File: src/design/gda_pkg.sv
package gda_pkg;

  // Width of the day count carried in each request.
  localparam int DAY_COUNT_WIDTH = 16;

  localparam int DAY_WIDTH   = 5;
  localparam int MONTH_WIDTH = 4;
  localparam int YEAR_WIDTH  = 14;

  // The running day total has to hold the start day plus the whole count.
  localparam int ACC_WIDTH = DAY_COUNT_WIDTH + 1;

  localparam int IN_FIELD_BITS   = DAY_WIDTH + MONTH_WIDTH + YEAR_WIDTH + DAY_COUNT_WIDTH;
  localparam int IN_TDATA_WIDTH  = ((IN_FIELD_BITS + 7) / 8) * 8;
  localparam int OUT_FIELD_BITS  = DAY_WIDTH + MONTH_WIDTH + YEAR_WIDTH;
  localparam int OUT_TDATA_WIDTH = ((OUT_FIELD_BITS + 7) / 8) * 8;

  localparam logic [MONTH_WIDTH-1:0] MONTH_JAN = 4'd1;
  localparam logic [MONTH_WIDTH-1:0] MONTH_FEB = 4'd2;
  localparam logic [MONTH_WIDTH-1:0] MONTH_APR = 4'd4;
  localparam logic [MONTH_WIDTH-1:0] MONTH_JUN = 4'd6;
  localparam logic [MONTH_WIDTH-1:0] MONTH_SEP = 4'd9;
  localparam logic [MONTH_WIDTH-1:0] MONTH_NOV = 4'd11;
  localparam logic [MONTH_WIDTH-1:0] MONTH_DEC = 4'd12;

  localparam logic [YEAR_WIDTH-1:0] YEAR_MAX    = {YEAR_WIDTH{1'b1}};
  localparam logic [YEAR_WIDTH-1:0] CYCLE_400   = 14'd400;
  localparam logic [YEAR_WIDTH-1:0] CYCLE_LAST  = 14'd399;
  localparam logic [YEAR_WIDTH-1:0] CENTURY_1   = 14'd100;
  localparam logic [YEAR_WIDTH-1:0] CENTURY_2   = 14'd200;
  localparam logic [YEAR_WIDTH-1:0] CENTURY_3   = 14'd300;

  typedef struct packed {
    logic load;         // capture a new request
    logic reduce_step;  // take 400 off the year remainder
    logic walk_step;    // step the date forward by one month
    logic result_load;  // copy the finished date to the output register
  } gda_cmd_t;

  typedef struct packed {
    logic reduce_done;  // year remainder is below 400
    logic walk_done;    // day total fits in the current month
  } gda_stat_t;

  // Length of a month outside a leap year; the month is always 1..12 here.
  function automatic logic [DAY_WIDTH-1:0] month_days(input logic [MONTH_WIDTH-1:0] month);
    logic [DAY_WIDTH-1:0] len;
    unique case (month)
      MONTH_FEB: len = 5'd28;
      MONTH_APR, MONTH_JUN, MONTH_SEP, MONTH_NOV: len = 5'd30;
      default: len = 5'd31;
    endcase
    return len;
  endfunction

endpackage

File: src/design/gda_dpath.sv
module gda_dpath
  import gda_pkg::*;
(
  input  logic                       clk,
  input  logic [IN_TDATA_WIDTH-1:0]  in_data,
  input  gda_cmd_t                   cmd,
  output gda_stat_t                  stat,
  output logic [OUT_TDATA_WIDTH-1:0] out_data
);

  logic [ACC_WIDTH-1:0]   day;
  logic [MONTH_WIDTH-1:0] month;
  logic [YEAR_WIDTH-1:0]  year;
  logic [YEAR_WIDTH-1:0]  year_rem;

  logic [DAY_WIDTH-1:0]   res_day;
  logic [MONTH_WIDTH-1:0] res_month;
  logic [YEAR_WIDTH-1:0]  res_year;

  logic [DAY_WIDTH-1:0]       in_day;
  logic [MONTH_WIDTH-1:0]     in_month;
  logic [YEAR_WIDTH-1:0]      in_year;
  logic [DAY_COUNT_WIDTH-1:0] in_count;
  logic [MONTH_WIDTH-1:0]     in_month_norm;

  logic                 leap;
  logic [DAY_WIDTH-1:0] len;

  assign in_day   = in_data[DAY_WIDTH-1:0];
  assign in_month = in_data[DAY_WIDTH +: MONTH_WIDTH];
  assign in_year  = in_data[DAY_WIDTH+MONTH_WIDTH +: YEAR_WIDTH];
  assign in_count = in_data[DAY_WIDTH+MONTH_WIDTH+YEAR_WIDTH +: DAY_COUNT_WIDTH];

  // Month codes outside 1..12 are taken as January.
  assign in_month_norm = (in_month < MONTH_JAN || in_month > MONTH_DEC) ? MONTH_JAN : in_month;

  // year_rem is year mod 400, so a century year is one of 0, 100, 200, 300.
  assign leap = (year[1:0] == 2'b00) && (year_rem != CENTURY_1) &&
                (year_rem != CENTURY_2) && (year_rem != CENTURY_3);

  assign len = month_days(month) + DAY_WIDTH'((month == MONTH_FEB) && leap);

  assign stat.reduce_done = (year_rem < CYCLE_400);
  assign stat.walk_done   = (day <= ACC_WIDTH'(len));

  always_ff @(posedge clk) begin
    if (cmd.load) begin
      day      <= ACC_WIDTH'(in_day) + ACC_WIDTH'(in_count);
      month    <= in_month_norm;
      year     <= in_year;
      year_rem <= in_year;
    end else if (cmd.reduce_step) begin
      year_rem <= year_rem - CYCLE_400;
    end else if (cmd.walk_step) begin
      day <= day - ACC_WIDTH'(len);
      if (month == MONTH_DEC) begin
        month <= MONTH_JAN;
        year  <= year + YEAR_WIDTH'(1);
        // When the year wraps to zero the remainder restarts with it.
        if (year == YEAR_MAX || year_rem == CYCLE_LAST) begin
          year_rem <= '0;
        end else begin
          year_rem <= year_rem + YEAR_WIDTH'(1);
        end
      end else begin
        month <= month + MONTH_WIDTH'(1);
      end
    end
  end

  always_ff @(posedge clk) begin
    if (cmd.result_load) begin
      res_day   <= day[DAY_WIDTH-1:0];
      res_month <= month;
      res_year  <= year;
    end
  end

  assign out_data = {{(OUT_TDATA_WIDTH-OUT_FIELD_BITS){1'b0}}, res_year, res_month, res_day};

endmodule

File: src/design/gda_ctrl.sv
module gda_ctrl
  import gda_pkg::*;
(
  input  logic      clk,
  input  logic      rst,
  input  logic      in_valid,
  output logic      in_ready,
  output logic      out_valid,
  input  logic      out_ready,
  input  gda_stat_t stat,
  output gda_cmd_t  cmd
);

  localparam logic [1:0] ST_IDLE   = 2'd0;
  localparam logic [1:0] ST_REDUCE = 2'd1;
  localparam logic [1:0] ST_WALK   = 2'd2;

  logic [1:0] state;
  logic [1:0] state_next;
  logic       out_free;

  assign out_free = !out_valid || out_ready;
  assign in_ready = (state == ST_IDLE);

  always_comb begin
    cmd        = '0;
    state_next = state;
    unique case (state)
      ST_IDLE: begin
        if (in_valid) begin
          cmd.load   = 1'b1;
          state_next = ST_REDUCE;
        end
      end
      ST_REDUCE: begin
        if (stat.reduce_done) begin
          state_next = ST_WALK;
        end else begin
          cmd.reduce_step = 1'b1;
        end
      end
      ST_WALK: begin
        if (!stat.walk_done) begin
          cmd.walk_step = 1'b1;
        end else if (out_free) begin
          cmd.result_load = 1'b1;
          state_next      = ST_IDLE;
        end
      end
      default: begin
        state_next = ST_IDLE;
      end
    endcase
  end

  always_ff @(posedge clk) begin
    if (rst) begin
      state     <= ST_IDLE;
      out_valid <= 1'b0;
    end else begin
      state <= state_next;
      if (cmd.result_load) begin
        out_valid <= 1'b1;
      end else if (out_ready) begin
        out_valid <= 1'b0;
      end
    end
  end

  a_one_cmd: assert property (@(posedge clk) disable iff (rst)
    $onehot0({cmd.load, cmd.reduce_step, cmd.walk_step, cmd.result_load}))
    else $error("more than one datapath command in a cycle");

  a_result_shown: assert property (@(posedge clk) disable iff (rst)
    cmd.result_load |=> out_valid)
    else $error("finished date not presented");

  a_hold_finished: assert property (@(posedge clk) disable iff (rst)
    (state == ST_WALK && stat.walk_done && out_valid && !out_ready) |=> state == ST_WALK)
    else $error("finished date dropped while output stalled");

endmodule

File: src/design/gregorian_date_advance.sv
// Channel  | Direction | Contents
// ---------+-----------+----------------------------------------------------
// s_*      | in        | request: start date and number of days to advance
// m_*      | out       | result: the advanced date, one per request
//
// A request is captured, then the year remainder is reduced modulo 400 by
// taking off 400 at a time, then the date is walked forward one month per
// cycle, one step for each month boundary crossed, and at last the finished
// date is copied to the output register.
// Reset is synchronous and clears only the controller and the output valid.
// A stalled output holds its date; the next request is taken as soon as the
// finished date has moved into the output register.
module gregorian_date_advance
  import gda_pkg::*;
(
  input  logic                       clk,
  input  logic                       rst,
  input  logic                       s_tvalid,
  output logic                       s_tready,
  // From bit 0 up: start_day, start_month, start_year, days_to_add, zero fill.
  input  logic [IN_TDATA_WIDTH-1:0]  s_tdata,
  output logic                       m_tvalid,
  input  logic                       m_tready,
  // From bit 0 up: result_day, result_month, result_year, zero fill.
  output logic [OUT_TDATA_WIDTH-1:0] m_tdata
);

  gda_cmd_t  cmd;
  gda_stat_t stat;

  // The controller sequences the capture, the year reduction and the month
  // walk; it also owns the output valid flag.
  gda_ctrl u_ctrl (
    .clk       (clk),
    .rst       (rst),
    .in_valid  (s_tvalid),
    .in_ready  (s_tready),
    .out_valid (m_tvalid),
    .out_ready (m_tready),
    .stat      (stat),
    .cmd       (cmd)
  );

  // The datapath keeps the running day total, month, year and the year
  // remainder used for the century rule, and the output date register.
  gda_dpath u_dpath (
    .clk      (clk),
    .in_data  (s_tdata),
    .cmd      (cmd),
    .stat     (stat),
    .out_data (m_tdata)
  );

endmodule

File: config.mk
export PLATFORM = sky130hd
export DESIGN_NAME = gregorian_date_advance
export DESIGN_NICKNAME = d
export VERILOG_FILES = /design/src/design/gda_pkg.sv /design/src/design/gda_dpath.sv /design/src/design/gda_ctrl.sv /design/src/design/gregorian_date_advance.sv
export SDC_FILE = /design/constraint.sdc
export NUM_CORES = 1
export LEC_CHECK = 0
export ABC_AREA = 1
export BUFFER_PORTS_ARGS = -buffer_cell sky130_fd_sc_hd__buf_2
export CAP_MARGIN = 0
export CORE_MARGIN = 4
export CORE_UTILIZATION = 45
export DETAILED_ROUTE_END_ITERATION = 16
export GPL_TIMING_DRIVEN = 0
export SYNTH_ARGS = -nofsm -noshare
export SYNTH_HDL_FRONTEND = slang
export SYNTH_HIERARCHICAL = 1
export SYNTH_SLANG_ARGS = --single-unit
File: constraint.sdc
create_clock -name clk -period 5.5 [get_ports clk]
set_clock_uncertainty 0.1 [all_clocks]
set_input_delay 0 -clock clk [delete_from_list [all_inputs] [get_ports clk]]
set_output_delay 0 -clock clk [all_outputs]
set_load 0.02 [all_outputs]
# After elaboration in Yosys (flattened, before gate mapping)
# Index checks and enable logic that the tools add are counted.
# W data, S select, Z words.
# totals
mem_bits_rw,0
input_bits,44
rom_bits,0
latch_bits,0
output_inout_bits,26
regBits,75
wordCells,91
memories,0
# op_classes
reduce_logical,20
eq_ne,18
shifts,0
div_mod_pow,0
n_mul,0
bitwise_logic,0
addsub,7
n_mux,33
order_cmp,4
# ops
op,count
$mux W14,9
$mux W17,3
$add A14 B1 Y14 const B,2
$mux W4,5
$add A5 B16 Y17,1
$le A17 B5 Y1,1
$sub A17 B5 Y17,1
$eq A14 B14 Y1 const B,1
$eq A14 B9 Y1 const B,1
$lt A14 B9 Y1 const B,1
$ne A14 B7 Y1 const B,1
$ne A14 B8 Y1 const B,1
$ne A14 B9 Y1 const B,1
$sub A14 B9 Y14 const B,1
$eq A4 B4 Y1 const B,3
$mux W2,5
$mux W1,9
$eq A4 B3 Y1 const B,2
$ne A2 B1 Y1 const B,3
$pmux W2 S3,1
$reduce_bool A2 Y1,3
$reduce_bool A3 Y1,2
$add A3 B2 Y4,1
$add A4 B1 Y4 const B,1
other kinds (15),23

# Depth between registers and ports, before layout
# depth
depth_word,12
depth_mapped,24
depth_no_buf,24

# Modules after synthesis
# The synthesis kept the hierarchy.
# by_module_without_submodules
mod,area_each_um2,cells_per_inst,instances
gda_dpath,4956.0,626,1
gda_ctrl,145.1,22,1

# Least setup slack after synthesis
# No wires, ideal clock.
# synth_timing
kind,register -> register
from,register u_dpath.year_rem[4]
to,register u_dpath.year[0] (enable)
required_time_ns,5.045
path_stages_with_launch,24
n_path_buf,0
period_less_slack_ns,4.990
path_slack_ns,0.510
t_arrival_ns,4.535
setup_ns,0.355
cell_sequence,edfxtp_1 > inv_1 > ha_1 > inv_1 > nor3_1 > o31ai_1 > nor2_1 > nor2_1 > ha_1 > inv_1 > nor2_1 > ha_1 > nand2_1 > nor2_1 > nand2_1 > nand2_1 > nor2_2 > nand3b_1 > a21oi_1 > nor2_1 > inv_1 > o21ai_0 > nand2_1 > inv_1
# synth_rtl
item,line_no,source
from (decl),gda_dpath.sv:14,logic [YEAR_WIDTH-1:0] year_rem;
from (signal assigned),gda_dpath.sv:51,year_rem <= in_year;
from (signal assigned),gda_dpath.sv:53,year_rem <= year_rem - CYCLE_400;
from (signal assigned),gda_dpath.sv:63,year_rem <= year_rem + YEAR_WIDTH'(1);
to (signal assigned),gda_dpath.sv:50,year <= in_year;
to (signal assigned),gda_dpath.sv:58,year <= year + YEAR_WIDTH'(1);
to (decl),gda_dpath.sv:13,logic [YEAR_WIDTH-1:0] year;

==> results.sh <==
export IMPL_status="finished, final reports clean"
export IMPL_grt_max_degree=20
export IMPL_drt_wl_total_um=13600
export IMPL_syn_nets=717
export IMPL_clock_latency_ps=340
export IMPL_syn_area_mm2=0.00510
export IMPL_ys_warn_count=6
export IMPL_syn_to_final_growth_pct=23.9
export IMPL_syn_avg_cell_area_um2=7.87
export IMPL_num_rows=38
export IMPL_grt_overflow_total=0
export IMPL_p_sw_mw=0.562
export IMPL_clkPwrFrac_pct=33.7
export IMPL_drv_cap=0
export IMPL_globalplace_congestion=0.836
export IMPL_power_density_mw_per_mm2=281
export IMPL_cts_resized_gates=0
export IMPL_instances_no_fill=909
export IMPL_synth_top_area_share_pct=42.4
export IMPL_track_usage_pct=21.7
export IMPL_crit_fanout=14
export IMPL_antenna_found_initial=0
export IMPL_dp_hpwl_um=10300
export IMPL_fill_cells=1023
export IMPL_ir_drop_v=0.000127
export IMPL_grt_pass1_vias=4665
export IMPL_worst_slew_pin_slew_ps=865
export IMPL_vias=4674
export IMPL_core_area_mm2=0.0110
export IMPL_die_h_um=114
export IMPL_synth_distinct_cells=42
export IMPL_critPathCaptureType="register"
export IMPL_vias_per_cell=5.14
export IMPL_cts_tree="yes"
export IMPL_layout_min_cycle_time_ps=4430
export IMPL_ios=70
export IMPL_crit_type="register to register"
export IMPL_synthCells=648
export IMPL_hold_viol=0
export IMPL_whs_ps=28.8
export IMPL_arrival_ps=4300
export IMPL_synth_seq_cells=75
export IMPL_first_iter_violations=236
export IMPL_r2r_slack_ps=1070
export IMPL_cp_num_buf_inv=5
export IMPL_place_inst=858
export IMPL_h_tree_depth=3
export IMPL_clk_path_buf_depth=2
export IMPL_synth_seq_area_share_pct=43.6
export IMPL_max_freq_mhz=226
export IMPL_fin_crit_sh_pct=80.6
export IMPL_hold_path_class="input pin to register"
export IMPL_p_leak_nw=2.90
export IMPL_p_int_mw=1.22
export IMPL_cts_buffers=9
export IMPL_diodes=0
export IMPL_crit_chain="inv_1, ha_1, inv_1, nor3_1, o31ai_1, nor2_1, nor2_1, ha_1, inv_1, nor2_1, ha_1, nand2_1, nor2_1, nand2_1, nand2_1, nor2_2, nand3b_1, a21oi_1, nor2_1, inv_1, o21ai_2, nand2_1, inv_1"
export IMPL_fp_dieW_um=114
export IMPL_cts_sinks=75
export IMPL_cp_slowest_stage_delay_ps=490
export IMPL_rsz0062_at_grt="no"
export IMPL_die_area_mm2=0.0131
export IMPL_start_util_pct=46.4
export IMPL_seqPwrFrac_pct=42.6
export IMPL_finalSetupViolCount=0
export IMPL_synth_area_leader_cell="edfxtp_1"
export IMPL_drive_gt1_share_pct=15.2
export IMPL_crit_required_ps=5370
export IMPL_dr_pass1_iters=5
export IMPL_swShare_pct=31.6
export IMPL_root_buffer="clkbuf_16"
export IMPL_grt_pass1_wl_um=22100
export IMPL_cp_start_kind="register"
export IMPL_critPathSlowestCell="inv_1"
export IMPL_combPwrFrac_pct=23.7
export IMPL_port_buffers=67
export IMPL_synth_area_top_cells="edfxtp_1, nand2_1, nand3_1"
export IMPL_clk_pin_slew_worst_paths_ps=60
export IMPL_drcViolationCount=0
export IMPL_drt_wirelength_per_cell_um=14.9
export IMPL_slew_headroom_pct=42.3
export IMPL_nets=833
export IMPL_ant_nets=0
export IMPL_slew_viol_final=0
export IMPL_crit_family="simple AND/OR/NAND/NOR gates"
-- cells in the final DEF (no fill, tap or decap), types with 4 or more instances in the layout --
cell and count:
nor3_1 7, inv_1 85, dlygate4sd3_1 35, nand4_1 13, nor2_1 54, nor2_2 9, nand3_1 68, buf_2 72
nand2_2 4, inv_2 4, o21bai_1 5, xor2_1 14, o21ai_1 5, o22ai_1 4, clkbuf_16 9, nand3b_1 5
o21ai_0 32, ha_1 23, a21oi_1 19, nand2_1 178, nor2_4 4, edfxtp_1 72
-- state kept, by name, summed over array words and instances (netlist names) --
register,flops
u_ctrl/out_valid,1
u_ctrl/state,2
u_dpath/day,17
u_dpath/month,4
u_dpath/res_day,5
u_dpath/res_month,4
u_dpath/res_year,14
u_dpath/year,14
u_dpath/year_rem,14
-- routing by layer --
metal | share of wire, % | GRT usage, %
met1 | 40 | 24.9
met2 | 52 | 40.3
met3 | 5.2 | 1.96
met4 | 3.1 | 9.98
met5 | 0 | 0
-- final timing paths --
check,depth (start not counted),startpoint,endpoint
worst max-delay path,23,u_dpath/year_rem[4],u_dpath/year[9]
worst min-delay path,4,s_tdata[34],u_dpath/day[11]
worst max register to register,23,u_dpath/year_rem[4],u_dpath/year[9]
worst min register to register,0,u_dpath/day[0],u_dpath/res_day[0]
-- cell type report --
class                      count  area (um^2)  area share (%)
buffer                        12         58.8           0.930
clock buffer                   9          225            3.56
clock inverter                 7         73.8            1.17
inverter                      90          338            5.34
multi-input combinational    471         2490            39.4
sequential                    75         2220            35.2
tap                          140          175            2.77
timing repair buffer         105          739            11.7
-- logic make-up after synthesis --
logic type / Yosys count / share of synthesized area, %
DFF: 75 / 43.6
other: 1 / 0.0735
adders and majority gates: 25 / 6.43
and+or+nand+nor: 346 / 30.0
xor gates and xnor gates: 17 / 2.92
buffers and inverters: 102 / 7.78
AOI/OAI and AO/OA: 81 / 9.08
muxes: 1 / 0.196
-- cell usage after synthesis --
master and number:
buf_1 2, xor2_1 14, buf_2 5, o21ai_0 34, inv_2 4, a21oi_1 19, xnor2_1 3, nand3b_1 5
o32ai_1 2, a21boi_0 1, o31ai_1 3, o21ai_2 1, nor3_1 7, o21ai_1 4, nor2_4 4, dfxtp_1 3
conb_1 1, and2_1 1, ha_1 23, nand3_2 1, clkinv_1 1, edfxtp_1 72, o21a_1 1, nor2_2 8
o21bai_1 5, buf_4 2, fa_1 2, o2111ai_1 1, nand2_2 4, o22ai_1 4, nand2_1 178, inv_1 85
nor2_1 55, and3_1 1, a21o_1 2, nand3_1 68, clkbuf_1 3, mux2i_1 1, a31oi_1 2, nand3_4 1
nand4_1 13, o211ai_1 2
-- power by group through the flow --
stage / Sequential, mW / Combinational, mW / Clock, mW
6_report: 0.758 / 0.421 / 0.600
5_1_grt: 0.765 / 0.478 / 0.638
4_1_cts: 0.757 / 0.421 / 0.612
3_5_place_dp: 0.768 / 0.400 / 0
3_3_place_gp: 0.770 / 0.385 / 0
2_1_floorplan: 0.752 / 0.284 / 0
-- worst reg2reg max path, stage by stage, from the launching register on --
cell	delay, ps
edfxtp_1	470
inv_1	190
ha_1	200
inv_1	40
nor3_1	170
o31ai_1	90
nor2_1	150
nor2_1	60
ha_1	180
inv_1	50
nor2_1	70
ha_1	340
nand2_1	100
nor2_1	130
nand2_1	80
nand2_1	80
nor2_2	80
nand3b_1	120
a21oi_1	100
nor2_1	110
inv_1	70
o21ai_2	450
nand2_1	160
inv_1	490
-- through the flow --
step                      utilization (%)  area [um^2]  setup WS (ps)  total power, mW  setup TNS [ps]
after detailed placement             51.6         5670           1120             1.17               0
after global routing                 57.6         6320            702             1.88               0
after CTS                            57.6         6320           1070             1.79               0
after floorplan                         -         5100            510             1.04               0
after global placement               51.1         5610          -1290             1.15          -30740
final                                57.6         6320           1070             1.78               0
-- repair_timing --
item	in CTS	in global routing
hold buffers	35	0
buffers inserted	0	0
hold endpoints to repair	46	0
(Power assumes the default switching activity.)
